### src/hdl/adt_pkg.sv
// ----------------------------------------------------------------------------
// adt_pkg
// Shared constants, types and helpers of the alien dictionary order finder.
// ----------------------------------------------------------------------------
package adt_pkg;

  localparam int ALPHABET     = 26;
  localparam int MAX_WORD_LEN = 32;
  localparam int LETTER_W     = 5;
  localparam int NODE_W       = $clog2(ALPHABET);
  localparam int CNT_W        = $clog2(ALPHABET + 1);
  localparam int POS_W        = $clog2(MAX_WORD_LEN + 1);
  localparam int ADDR_W       = $clog2(MAX_WORD_LEN);

  typedef enum logic [1:0] {
    S_LOAD,
    S_DRAIN,
    S_WALK,
    S_EMIT
  } top_state_e;

  typedef enum logic [2:0] {
    W_IDLE,
    W_ROOT,
    W_LOAD,
    W_SCAN,
    W_POP,
    W_DONE
  } walk_state_e;

  typedef struct packed {
    logic              en;
    logic [NODE_W-1:0] from;
    logic [NODE_W-1:0] to;
  } edge_wr_t;

  typedef struct packed {
    logic start;
    logic clear;
  } walk_ctl_t;

  typedef struct packed {
    logic done;
    logic cycle;
  } walk_sts_t;

  // index of the lowest set bit, zero when none
  function automatic logic [NODE_W-1:0] lowest_idx(input logic [ALPHABET-1:0] v);
    logic [NODE_W-1:0] r;
    r = '0;
    for (int i = ALPHABET - 1; i >= 0; i--) begin
      if (v[i]) r = NODE_W'(i);
    end
    return r;
  endfunction

endpackage

### src/hdl/alien_dictionary_topo_sort.sv
// Letters are taken one per cycle while in_stall_o is low; a letter item gives no result.
// On a list end: a drain state, then the walk, bounded by edge-row reads.
// Results then leave one per cycle, unless out_stall_i holds them, from the finish-order store: 26, or one.
// rst_ni clears all control state asynchronously; no clearing pass is needed.
// ----------------------------------------------------------------------------
// alien_dictionary_topo_sort
// Loads the sorted word list, records first-difference edges and emits the
// reversed depth-first finish order of the alphabet.
// ----------------------------------------------------------------------------
module alien_dictionary_topo_sort (
  input  logic                        clk_i,
  input  logic                        rst_ni,
  input  logic                        in_valid_i,
  output logic                        in_stall_o,
  input  logic [adt_pkg::LETTER_W-1:0] letter_i,
  input  logic                        word_end_i,
  input  logic                        list_end_i,
  output logic                        out_valid_o,
  input  logic                        out_stall_i,
  output logic [adt_pkg::LETTER_W-1:0] out_letter_o,
  output logic                        has_cycle_o,
  output logic                        last_result_o
);
  import adt_pkg::*;

  logic [LETTER_W-1:0] prev_mem [MAX_WORD_LEN];

  top_state_e          state_q, state_d;
  logic [POS_W-1:0]    pos_q, pos_d;
  logic [POS_W-1:0]    prev_len_q, prev_len_d;
  logic                have_prev_q, have_prev_d;
  logic                diff_q, diff_d;

  logic                b_valid_q;
  logic [LETTER_W-1:0] b_letter_q;
  logic [ADDR_W-1:0]   b_pos_q;
  logic                b_wr_q, b_cmp_q, b_end_q;
  logic [LETTER_W-1:0] prev_rd_q;
  logic                fwd_q;
  logic [LETTER_W-1:0] fwd_data_q;

  logic                out_valid_q;
  logic [LETTER_W-1:0] out_letter_q;
  logic                has_cycle_q, last_result_q;
  logic [NODE_W-1:0]   emit_q, emit_d;

  logic                accept;
  logic                in_range;
  logic [POS_W-1:0]    pos_inc;
  logic [LETTER_W-1:0] prev_letter;
  logic                found;
  logic                out_free;
  logic                out_load;
  logic [LETTER_W-1:0] out_letter_d;
  logic                has_cycle_d, last_result_d;

  edge_wr_t            edge_wr;
  walk_ctl_t           walk_ctl;
  walk_sts_t           walk_sts;
  logic                fin_re;
  logic [NODE_W-1:0]   fin_raddr;
  logic [NODE_W-1:0]   fin_rdata;

  assign in_stall_o = (state_q != S_LOAD);
  assign accept     = in_valid_i && !in_stall_o;
  assign in_range   = (pos_q < POS_W'(MAX_WORD_LEN));
  assign pos_inc    = in_range ? pos_q + POS_W'(1) : pos_q;

  // stage A: read the previous word's letter at this position
  always_ff @(posedge clk_i) begin
    if (accept && in_range) prev_rd_q <= prev_mem[pos_q[ADDR_W-1:0]];
    if (b_valid_q && b_wr_q) prev_mem[b_pos_q] <= b_letter_q;
    if (accept) begin
      fwd_q      <= b_valid_q && b_wr_q && (b_pos_q == pos_q[ADDR_W-1:0]);
      fwd_data_q <= b_letter_q;
      b_letter_q <= letter_i;
      b_pos_q    <= pos_q[ADDR_W-1:0];
      b_wr_q     <= in_range;
      b_cmp_q    <= in_range && have_prev_q && (pos_q < prev_len_q);
      b_end_q    <= word_end_i || list_end_i;
    end
  end

  always_comb begin
    pos_d       = pos_q;
    prev_len_d  = prev_len_q;
    have_prev_d = have_prev_q;
    if (accept) begin
      pos_d = pos_inc;
      if (word_end_i || list_end_i) begin
        prev_len_d  = pos_inc;
        pos_d       = '0;
        have_prev_d = 1'b1;
      end
      if (list_end_i) begin
        prev_len_d  = '0;
        have_prev_d = 1'b0;
      end
    end
  end

  // stage B: compare, record the edge
  assign prev_letter = fwd_q ? fwd_data_q : prev_rd_q;
  assign found       = b_valid_q && b_cmp_q && !diff_q && (prev_letter != b_letter_q);
  assign edge_wr.en  = found && (prev_letter < LETTER_W'(ALPHABET))
                       && (b_letter_q < LETTER_W'(ALPHABET));
  assign edge_wr.from = NODE_W'(prev_letter);
  assign edge_wr.to   = NODE_W'(b_letter_q);

  always_comb begin
    diff_d = diff_q;
    if (b_valid_q) diff_d = b_end_q ? 1'b0 : (diff_q || found);
  end

  adt_walk u_walk (
    .clk_i       (clk_i),
    .rst_ni      (rst_ni),
    .edge_wr_i   (edge_wr),
    .ctl_i       (walk_ctl),
    .sts_o       (walk_sts),
    .fin_re_i    (fin_re),
    .fin_raddr_i (fin_raddr),
    .fin_rdata_o (fin_rdata)
  );

  assign out_free = !out_valid_q || !out_stall_i;

  always_comb begin
    state_d        = state_q;
    emit_d         = emit_q;
    walk_ctl.start = 1'b0;
    walk_ctl.clear = 1'b0;
    fin_re         = 1'b0;
    fin_raddr      = NODE_W'(ALPHABET - 1);
    out_load       = 1'b0;
    out_letter_d   = '0;
    has_cycle_d    = 1'b0;
    last_result_d  = 1'b0;
    unique case (state_q)
      S_LOAD: begin
        if (accept && list_end_i) state_d = S_DRAIN;
      end
      S_DRAIN: begin
        walk_ctl.start = 1'b1;
        state_d        = S_WALK;
      end
      S_WALK: begin
        if (walk_sts.done) begin
          if (walk_sts.cycle) begin
            if (out_free) begin
              out_load       = 1'b1;
              has_cycle_d    = 1'b1;
              last_result_d  = 1'b1;
              walk_ctl.clear = 1'b1;
              state_d        = S_LOAD;
            end
          end else begin
            fin_re  = 1'b1;
            emit_d  = '0;
            state_d = S_EMIT;
          end
        end
      end
      S_EMIT: begin
        if (out_free) begin
          out_load      = 1'b1;
          out_letter_d  = LETTER_W'(fin_rdata);
          last_result_d = (emit_q == NODE_W'(ALPHABET - 1));
          if (last_result_d) begin
            walk_ctl.clear = 1'b1;
            state_d        = S_LOAD;
          end else begin
            // advance to the next earlier finisher
            emit_d    = emit_q + NODE_W'(1);
            fin_re    = 1'b1;
            fin_raddr = NODE_W'(ALPHABET - 1) - emit_d;
          end
        end
      end
      default: state_d = S_LOAD;
    endcase
  end

  always_ff @(posedge clk_i or negedge rst_ni) begin
    if (!rst_ni) begin
      state_q     <= S_LOAD;
      pos_q       <= '0;
      prev_len_q  <= '0;
      have_prev_q <= 1'b0;
      diff_q      <= 1'b0;
      b_valid_q   <= 1'b0;
      out_valid_q <= 1'b0;
      emit_q      <= '0;
    end else begin
      state_q     <= state_d;
      pos_q       <= pos_d;
      prev_len_q  <= prev_len_d;
      have_prev_q <= have_prev_d;
      diff_q      <= diff_d;
      b_valid_q   <= accept;
      emit_q      <= emit_d;
      if (out_load) out_valid_q <= 1'b1;
      else if (!out_stall_i) out_valid_q <= 1'b0;
    end
  end

  always_ff @(posedge clk_i) begin
    if (out_load) begin
      out_letter_q  <= out_letter_d;
      has_cycle_q   <= has_cycle_d;
      last_result_q <= last_result_d;
    end
  end

  assign out_valid_o   = out_valid_q;
  assign out_letter_o  = out_letter_q;
  assign has_cycle_o   = has_cycle_q;
  assign last_result_o = last_result_q;

`ifndef SYNTHESIS
  a_cycle_single: assert property (@(posedge clk_i) disable iff (!rst_ni)
    (out_valid_o && has_cycle_o) |-> (last_result_o && out_letter_o == '0))
    else $error("cycle result is not a lone final word");
  a_drain_then_walk: assert property (@(posedge clk_i) disable iff (!rst_ni)
    (state_q == S_DRAIN) |-> (!b_valid_q || b_end_q) ##1 (state_q == S_WALK))
    else $error("walk started before the last letter settled");
  a_accept_stage: assert property (@(posedge clk_i) disable iff (!rst_ni)
    (accept && list_end_i) |=> (b_valid_q && b_end_q && state_q == S_DRAIN))
    else $error("list end not carried into the compare stage");
`endif

endmodule

### src/hdl/adt_walk.sv
// ----------------------------------------------------------------------------
// adt_walk
// Edge matrix store and depth-first walk sequencer with post-order record.
// ----------------------------------------------------------------------------
module adt_walk (
  input  logic                      clk_i,
  input  logic                      rst_ni,
  input  adt_pkg::edge_wr_t         edge_wr_i,
  input  adt_pkg::walk_ctl_t        ctl_i,
  output adt_pkg::walk_sts_t        sts_o,
  input  logic                      fin_re_i,
  input  logic [adt_pkg::NODE_W-1:0] fin_raddr_i,
  output logic [adt_pkg::NODE_W-1:0] fin_rdata_o
);
  import adt_pkg::*;

  logic [ALPHABET-1:0] edge_mem [ALPHABET];
  logic [NODE_W-1:0]   stk_mem  [ALPHABET];
  logic [NODE_W-1:0]   fin_mem  [ALPHABET];

  logic [ALPHABET-1:0] row_vld_q;
  logic [ALPHABET-1:0] row_rdata_q;
  logic                row_rvld_q;
  logic [NODE_W-1:0]   stk_rdata_q;
  logic [NODE_W-1:0]   fin_rdata_q;

  walk_state_e         state_q, state_d;
  logic [NODE_W-1:0]   node_q, node_d;
  logic [ALPHABET-1:0] row_q, row_d;
  logic [ALPHABET-1:0] visited_q, visited_d;
  logic [ALPHABET-1:0] fin_q, fin_d;
  logic                cyc_q, cyc_d;
  logic [CNT_W-1:0]    fcnt_q, fcnt_d;
  logic [NODE_W-1:0]   depth_q, depth_d;

  logic                row_re;
  logic [NODE_W-1:0]   row_raddr;
  logic                stk_we, stk_re;
  logic [NODE_W-1:0]   stk_waddr, stk_raddr;
  logic                fin_we;
  logic [ALPHABET-1:0] cand;
  logic [NODE_W-1:0]   pick;
  logic [ALPHABET-1:0] node_bit;
  logic [ALPHABET-1:0] to_bit;

  assign to_bit = ALPHABET'(1) << edge_wr_i.to;

  // bit-enabled write: an untouched row is rewritten whole
  always_ff @(posedge clk_i) begin
    if (edge_wr_i.en) begin
      for (int j = 0; j < ALPHABET; j++) begin
        if (to_bit[j] || !row_vld_q[edge_wr_i.from]) edge_mem[edge_wr_i.from][j] <= to_bit[j];
      end
    end
    if (row_re) begin
      row_rdata_q <= edge_mem[row_raddr];
      row_rvld_q  <= row_vld_q[row_raddr];
    end
  end

  always_ff @(posedge clk_i or negedge rst_ni) begin
    if (!rst_ni) begin
      row_vld_q <= '0;
    end else if (ctl_i.clear) begin
      row_vld_q <= '0;
    end else if (edge_wr_i.en) begin
      row_vld_q[edge_wr_i.from] <= 1'b1;
    end
  end

  always_ff @(posedge clk_i) begin
    if (stk_we) stk_mem[stk_waddr] <= node_q;
    if (stk_re) stk_rdata_q <= stk_mem[stk_raddr];
    if (fin_we) fin_mem[fcnt_q[NODE_W-1:0]] <= node_q;
    if (fin_re_i) fin_rdata_q <= fin_mem[fin_raddr_i];
  end

  assign fin_rdata_o = fin_rdata_q;
  assign cand        = row_q & ~visited_q;
  assign pick        = lowest_idx(cand);
  assign node_bit    = ALPHABET'(1) << node_q;

  always_ff @(posedge clk_i or negedge rst_ni) begin
    if (!rst_ni) begin
      state_q   <= W_IDLE;
      node_q    <= '0;
      row_q     <= '0;
      visited_q <= '0;
      fin_q     <= '0;
      cyc_q     <= 1'b0;
      fcnt_q    <= '0;
      depth_q   <= '0;
    end else begin
      state_q   <= state_d;
      node_q    <= node_d;
      row_q     <= row_d;
      visited_q <= visited_d;
      fin_q     <= fin_d;
      cyc_q     <= cyc_d;
      fcnt_q    <= fcnt_d;
      depth_q   <= depth_d;
    end
  end

  always_comb begin
    state_d   = state_q;
    node_d    = node_q;
    row_d     = row_q;
    visited_d = visited_q;
    fin_d     = fin_q;
    cyc_d     = cyc_q;
    fcnt_d    = fcnt_q;
    depth_d   = depth_q;
    row_re    = 1'b0;
    row_raddr = node_q;
    stk_we    = 1'b0;
    stk_re    = 1'b0;
    stk_waddr = depth_q;
    stk_raddr = depth_q - NODE_W'(1);
    fin_we    = 1'b0;
    unique case (state_q)
      W_IDLE: begin
        if (ctl_i.start) begin
          visited_d = '0;
          fin_d     = '0;
          cyc_d     = 1'b0;
          fcnt_d    = '0;
          depth_d   = '0;
          state_d   = W_ROOT;
        end
      end
      W_ROOT: begin
        if (&visited_q) begin
          state_d = W_DONE;
        end else begin
          node_d    = lowest_idx(~visited_q);
          visited_d = visited_q | (ALPHABET'(1) << node_d);
          row_re    = 1'b1;
          row_raddr = node_d;
          state_d   = W_LOAD;
        end
      end
      W_LOAD: begin
        row_d   = row_rvld_q ? row_rdata_q : '0;
        state_d = W_SCAN;
      end
      W_SCAN: begin
        if (|cand) begin
          // descend: park the current node on the stack
          stk_we    = 1'b1;
          depth_d   = depth_q + NODE_W'(1);
          visited_d = visited_q | (ALPHABET'(1) << pick);
          node_d    = pick;
          row_re    = 1'b1;
          row_raddr = pick;
          state_d   = W_LOAD;
        end else begin
          // an edge to a node not yet finished points backwards in the order
          cyc_d  = cyc_q | (|(row_q & ~fin_q & ~node_bit));
          fin_d  = fin_q | node_bit;
          fin_we = 1'b1;
          fcnt_d = fcnt_q + CNT_W'(1);
          if (depth_q == '0) begin
            state_d = W_ROOT;
          end else begin
            stk_re  = 1'b1;
            depth_d = depth_q - NODE_W'(1);
            state_d = W_POP;
          end
        end
      end
      W_POP: begin
        node_d    = stk_rdata_q;
        row_re    = 1'b1;
        row_raddr = stk_rdata_q;
        state_d   = W_LOAD;
      end
      W_DONE: begin
        if (ctl_i.clear) state_d = W_IDLE;
      end
      default: state_d = W_IDLE;
    endcase
  end

  assign sts_o.done  = (state_q == W_DONE);
  assign sts_o.cycle = cyc_q;

`ifndef SYNTHESIS
  a_done_all_finished: assert property (@(posedge clk_i) disable iff (!rst_ni)
    (state_q == W_DONE) |-> (&fin_q && fcnt_q == CNT_W'(ALPHABET)))
    else $error("walk ended with unfinished nodes");
  a_finish_sub_visit: assert property (@(posedge clk_i) disable iff (!rst_ni)
    (state_q != W_IDLE) |-> ((fin_q & ~visited_q) == '0))
    else $error("node finished before being visited");
  a_push_marks: assert property (@(posedge clk_i) disable iff (!rst_ni)
    (state_q == W_SCAN && (|cand)) |=> (state_q == W_LOAD && visited_q[node_q]))
    else $error("descent did not mark the new node");
`endif

endmodule

### config.mk
export PLATFORM = sky130hd
export DESIGN_NAME = alien_dictionary_topo_sort
export DESIGN_NICKNAME = d
export VERILOG_FILES = /design/src/hdl/adt_pkg.sv /design/src/hdl/alien_dictionary_topo_sort.sv /design/src/hdl/adt_walk.sv
export SDC_FILE = /design/constraint.sdc
export NUM_CORES = 2
export LEC_CHECK = 0
export BUFFER_PORTS_ARGS = -buffer_cell sky130_fd_sc_hd__buf_2
export CAP_MARGIN = 20
export CORE_MARGIN = 2
export CORE_UTILIZATION = 31
export CTS_CLUSTER_DIAMETER = 80
export CTS_CLUSTER_SIZE = 30
export DETAILED_ROUTE_END_ITERATION = 8
export GPL_ROUTABILITY_DRIVEN = 0
export GPL_TIMING_DRIVEN = 0
export HOLD_SLACK_MARGIN = 0.02
export PLACE_DENSITY = 0.43
export SLEW_MARGIN = 20
export SYNTH_ARGS = -nofsm -noshare
export SYNTH_HDL_FRONTEND = slang
export SYNTH_HIERARCHICAL = 1
export SYNTH_SLANG_ARGS = --single-unit
### constraint.sdc
create_clock -name clk_i -period 3.9 [get_ports clk_i]
set_input_delay 0.39 -clock clk_i [delete_from_list [all_inputs] [get_ports clk_i]]
set_output_delay 0.39 -clock clk_i [all_outputs]
set_load 0.1 [all_outputs]
### Word-level counts from Yosys, hierarchy flattened

Memories as Yosys holds them, arrays and structs flattened. A register that Yosys moved wholly into a read port is not among the register bits.
Cells that the tools add are included.

| storage, ports and cells | value |
|---|---|
| bits of input ports | 11 |
| memories | 4 |
| logic and storage cells | 372 |
| bits in writable memories | 1,096 |
| output and inout bits | 9 |
| flip-flop bits (word level) | 173 |

| cells by class | value |
|---|---|
| bitwise gates (word level) | 11 |
| reduce and logical (&&, ||, !) cells | 67 |
| equal/unequal tests | 25 |
| shifts and indexed selects | 4 |
| magnitude comparators | 7 |
| mux-type cells | 220 |
| add/sub/neg operators | 6 |

Memory list:

| memory | depth | bits a word | read ports | clocked after Yosys merged registers in | wr ports | line | RTL |
|---|---|---|---|---|---|---|---|
| u_walk.edge_mem | 26 | 26 | 1 | 1 | 1 | adt_walk.sv:17 | `logic [ALPHABET-1:0] edge_mem [ALPHABET];` |
| prev_mem | 32 | 5 | 1 | 1 | 1 | alien_dictionary_topo_sort.sv:26 | `logic [LETTER_W-1:0] prev_mem [MAX_WORD_LEN];` |
| u_walk.fin_mem | 26 | 5 | 1 | 1 | 1 | adt_walk.sv:19 | `logic [NODE_W-1:0] fin_mem [ALPHABET];` |
| u_walk.stk_mem | 26 | 5 | 1 | 1 | 1 | adt_walk.sv:18 | `logic [NODE_W-1:0] stk_mem [ALPHABET];` |

Operators by type and width:

| kind | number |
|---|---|
| 5-bit 2-to-1 mux | 68 |
| 26-bit 2-to-1 mux | 7 |
| 1-bit 2-to-1 mux | 113 |
| 26-bit OR | 4 |
| 1-bit by 5-bit << shifter with 26-bit output, first input constant | 4 |
| 26-bit bitwise AND | 3 |
| 26-bit inverter | 3 |
| 26-bit one-hot mux with 3 select lines | 1 |
| 26-bit one-hot mux with 2 select lines | 1 |
| 26-bit OR reduction | 2 |
| 5-bit one-hot mux with 2 select lines | 3 |
| 1-bit logical OR | 29 |
| 26-bit AND reduction | 1 |
| 6-bit 2-to-1 mux | 4 |
| 3-bit one-hot mux with 6 select lines | 1 |
| 5-bit by 1-bit adder with 5-bit output, second input constant | 3 |
| 3-bit 2-to-1 mux | 5 |
| 5-bit one-hot mux with 3 select lines | 1 |
| 2-bit inequality test, second input constant | 7 |
| 1-bit logical AND | 13 |
| 5-bit by 6-bit less-than comparator with 1-bit output, second input constant | 2 |
| 2-bit 2-to-1 mux | 6 |
| 1-bit binary-select mux with 5-bit select | 2 |
| 5-bit less-than comparator, second input constant | 2 |
| other kinds (32) | 55 |

### Logic depth before layout (Yosys ltp)

| depth | value |
|---|---|
| depth in word-level cells | 33 |
| depth in mapped cells | 15 |
| gate-level depth less buffers | 11 |

### Hierarchy

The synthesis kept the hierarchy.

By module, submodules not included:

| module | seq. area each (µm²) | area an instance (µm²) | cells each | times used |
|---|---|---|---|---|
| adt_walk | 32,296.0 | 47,476.8 | 3,946 | 1 |
| alien_dictionary_topo_sort | 6,311.1 | 8,992.4 | 578 | 1 |

### Worst setup path after synthesis

No wires, ideal clock.

| timing | value |
|---|---|
| path kind | reg-to-reg |
| start point | register u_walk.depth_q[0] |
| end point | register u_walk.stk_rdata_q[0], read port of u_walk.stk_mem (data pin) |
| path slack | -0.212 ns |
| library setup time | 0.268 ns |
| stages on the path, launching flop included | 11 |
| required time | 3.632 ns |
| path buffers | 4 |
| arrival time | 3.844 ns |
| period minus slack after synthesis | 4.112 ns |
| cell sequence | dfrtp_1 > clkbuf_1 > buf_1 > clkbuf_1 > clkbuf_1 > inv_1 > ha_1 > xnor2_1 > mux4_2 > nand2_1 > o21ai_0 |

| on the way | value |
|---|---|
| word-level cells in the longest chain between the ends | 4 |
| elaborated cells between the ends (all ways) | 5 |
| classes of those cells | add/sub (1); mux (3); reduce/logical (1) |

RTL lines:

| element | line | RTL |
|---|---|---|
| start: declaration | adt_walk.sv:34 | `logic [NODE_W-1:0] depth_q, depth_d;` |
| start signal: assignment | adt_walk.sv:101 | `depth_q <= depth_d;` |
| 5-bit zero test | adt_walk.sv:163 | `if (depth_q == '0) begin` |
| 1-bit 2-to-1 mux | adt_walk.sv:163 |  |
| 1-bit 2-to-1 mux | adt_walk.sv:148 | `if (\|cand) begin` |
| 1-bit 2-to-1 mux | adt_walk.sv:121 | `unique case (state_q)` |
| end: declaration | adt_walk.sv:24 | `logic [NODE_W-1:0] stk_rdata_q;` |

Several ways; a longest one is shown, not always the timed one.
A chain may end at the register's enable or synchronous reset.

### Worst setup path after layout

| timing | value |
|---|---|
| start point | register u_walk.row_q[1] |
| end point | register u_walk.row_rdata_q[20], read port of u_walk.edge_mem (data pin) |

| on the way | value |
|---|---|
| word-level cells in the longest chain between the ends | 5 |
| elaborated cells between the ends (all ways) | 8 |
| classes of those cells | mux (6); bitwise (1); reduce/logical (1) |

RTL lines:

| element | line | RTL |
|---|---|---|
| start: declaration | adt_walk.sv:29 | `logic [ALPHABET-1:0] row_q, row_d;` |
| start signal: assignment | adt_walk.sv:96 | `row_q <= row_d;` |
| 26-bit bitwise AND (*) | adt_walk.sv:79 | `assign cand = row_q & ~visited_q;` |
| branches (longest 4 deep; another with 26-bit OR reduction) | n/a |  |
| end: declaration | adt_walk.sv:22 | `logic [ALPHABET-1:0] row_rdata_q;` |

Every way passes the cells marked *.

==> results.json <==
{
  "status": "complete, but fails checks",
  "violations": "setup timing",
  "hold_violations": 0,
  "ant_nets": 0,
  "min_path_type": "primary input to register",
  "tightest_slew_ns": 1.05,
  "drive_above_1_share": 0.181,
  "setup_violations": 27,
  "ys_seq_elements": 1310,
  "synth-async-reset-ratio": 0.111,
  "die-area_sq_um": 186000,
  "slowest_stage": "or4_4",
  "cts.htree.levels": 3,
  "cp-start-kind": "register",
  "rsz0062_at_grt": "true",
  "hold_path_startpoint": "out_stall_i",
  "syn_nets": 4553,
  "first_global_vias": 37100,
  "grt_pass1_wl_um": 272000,
  "regToRegSetupSlack_ns": -0.65,
  "ys.flop_type": "edfxtp_1",
  "routed_wl_um": 190000,
  "rows": 156,
  "netlist_area_sq_um": 56500,
  "grt_overflow": 0,
  "core_sq_um": 181000,
  "finClkSkew_ns": 0.0391,
  "min_period_ns": 4.55,
  "max_freq_mhz": 220,
  "port_buffers": 18,
  "ys_seq_area_frac": 0.684,
  "relSlewSlack": 0.294,
  "synth_cell_types": 73,
  "synthCells": 4524,
  "r2r-start": "u_walk/row_q[1]",
  "hold_depth": 3,
  "dr.first_iter.drc_count": 3372,
  "p_leak_nw": 23.7,
  "track_usage": 0.203,
  "power.density_nw_per_um2": 862,
  "viasPerCell": 5.17,
  "avgRoutedWirePerCell_um": 26.2,
  "num_vias": 37400,
  "cts-root-buf": "clkbuf_16",
  "crit_type": "register to register",
  "fin_util": 0.372,
  "die_x_um": 431,
  "cts_buffers": 94,
  "crit_arrival_ns": 5.02,
  "hold_end": "out_valid_o",
  "cts_tree": "done",
  "synthTopCellsByArea": "edfxtp_1, dfrtp_1, nor2_1",
  "slew_violations": 0,
  "clk_pin_slew_ns": 0.09,
  "yosysTopAreaCell": "edfxtp_1",
  "antenna_found_initial": 5,
  "synth_common_cells": "edfxtp_1, nor2_1, nand2_1",
  "path_cells": "nor2b_4 > or4_4 > or4_4 > o311ai_4 > buf_6 > a222oi_1 > buf_4 > and2_4 > buf_12 > buf_12 > mux2i_1 > mux2i_2 > o2111ai_2 > a221oi_4",
  "clk_latency_ns": 0.75,
  "fin_tns_setup_ns": -14.03,
  "cp_slowest_stage_delay_ns": 0.56,
  "fin_ws_ns": -0.649,
  "yosysMostFrequentCell": "edfxtp_1",
  "nets": 4816,
  "ys_warn_count": 6,
  "total_power_mw": 58.1,
  "critPathRequiredTime_ns": 4.37,
  "fp.dieH_um": 431,
  "drtPass1Iterations": 7,
  "drc": 0,
  "period_share": 1.17,
  "syn_area_per_cell_sq_um": 12.5,
  "cp_max_fo": 10,
  "grt_max_degree": 83,
  "cts_sinks": 1310,
  "cp-end-kind": "register",
  "cts_max_path_buffers": 3,
  "maxCapViolCount": 0,
  "r2r_end": "u_walk/row_rdata_q[20]",
  "synth-edff-count": 1164,
  "hold_slack_ns": 0.0998,
  "dp_hpwl_um": 128000,
  "synth_top_cell_area_share": 0.619,
  "n_fill_cell": 17600,
  "initial_utilization": 0.312,
  "area_growth_syn_to_layout_pct": 19.3,
  "max-vdd-ir-drop_uv": 556,
  "io_pins": 20,
  "worstRegToRegCells": 14
}
[state kept, by name, summed over array words and instances, names as in the netlist, 6 cells and up]
name	count
pos_q	6
prev_len_q	6
prev_mem	160
u_walk/edge_mem	676
u_walk/fin_mem	130
u_walk/fin_q	26
u_walk/row_q	26
u_walk/row_rdata_q	26
u_walk/row_vld_q	26
u_walk/stk_mem	130
u_walk/visited_q	26
[cell type report]
type | count | area (sq um) | area share
Antenna cell | 1 | 2.50 | 0.0000371
Buffer | 301 | 2240 | 0.0332
Clock buffer | 98 | 2420 | 0.0359
Clock inverter | 76 | 982 | 0.0146
Inverter | 51 | 223 | 0.00330
Multi-Input combinational cell | 2857 | 18000 | 0.268
Sequential cell | 1310 | 38600 | 0.573
Tap cell | 2370 | 2970 | 0.0440
Timing Repair Buffer | 172 | 1870 | 0.0277
[routing by layer]
layer	GRT usage	wire length [um]	vias up
li1	-	-	16900
met1	0.271	81300	19200
met2	0.336	90600	1092
met3	0.0332	11200	279
met4	0.0645	6490	2
met5	0	13	-
[cells by family (layout without fill, tap and decap cells)]
kind of cell	Yosys count	after routing	synth area share
DFF	1310	1310	0.684
buffers and inverters	357	698	0.0261
adders and majority gates	18	18	0.00399
other	0	1	0
and+or+nand+nor	2014	2014	0.150
AOI/OAI and AO/OA	513	513	0.0573
xor gates and xnor gates	23	23	0.00357
muxes	289	289	0.0750
[report_power, final]
part / internal (mW) / switching (mW)
logic: 10.8 / 19.1
registers: 16.4 / 0.799
clock network: 5.23 / 5.83
[layout by cell type (no fill, tap or decap), drive strengths merged, types with 8 or more instances in the layout]
cell type    Yosys  routed
o21ai           83      83
o2111ai          8       8
clkinv           1      26
dlygate4sd3      0       8
a31oi           51      51
nand3b          21      21
o22ai           29      29
buf             86     263
nor4            30      30
nor3b           10      10
edfxtp        1164    1164
nand3          150     150
xor2            13      13
and2             8       8
nand4           39      39
nand2b          43      43
and3            18      18
a211oi          13      13
nor3            33      33
nand2          657     657
nor2b           36      36
a22oi           10      10
dfrtp          146     146
o31ai           12      12
a21oi          195     195
a32oi           21      21
inv             50      93
a221oi          32      32
mux2i          172     172
clkbuf         220     300
a2111oi         14      14
xnor2           10      10
ha              18      18
mux2            15      15
mux4           102     102
nor2           935     935
[critical path: cells and delay by family, from the launching register on]
family                 cells  cell delay, ns
muxes                      2            0.42
AOI/OAI and AO/OA          4            1.16
DFF                        1            0.45
and+or+nand+nor            4            1.45
buffers and inverters      4            0.76
[stage by stage]
step	instances	cell area [sq um]	setup slack, ns
6_report	7236	67400	-0.649
4_1_cts	7210	66800	-0.707
5_1_grt	7235	67400	-0.685
3_3_place_gp	6912	59500	-4.86
3_5_place_dp	6972	60500	-2.76
2_1_floorplan	4524	56500	0.138
[worst max path at each step]
stage	from	end	slack, ns	depth (start not counted)
after floorplan	out_valid_o	u_walk/fin_rdata_o[0]	0.14	8
after global placement	u_walk/visited_q[2]	u_walk/row_rdata_q[9]	-4.86	11
after detailed placement	u_walk/visited_q[2]	u_walk/row_rdata_q[22]	-2.76	13
after CTS	u_walk/row_q[8]	u_walk/row_rdata_q[19]	-0.71	16
after global routing	u_walk/row_q[1]	u_walk/row_rdata_q[19]	-0.69	15
final	u_walk/row_q[1]	u_walk/row_rdata_q[20]	-0.65	14
[repair_timing]
action	4_1_cts	5_1_grt
setup buffers	51	29
setup endpoints to repair	720	497
resized for setup	530	175
pin swaps	73	53
gates cloned	7	0
hold endpoints to repair	95	0
hold buffers	8	0
(Power assumes the default switching activity.)
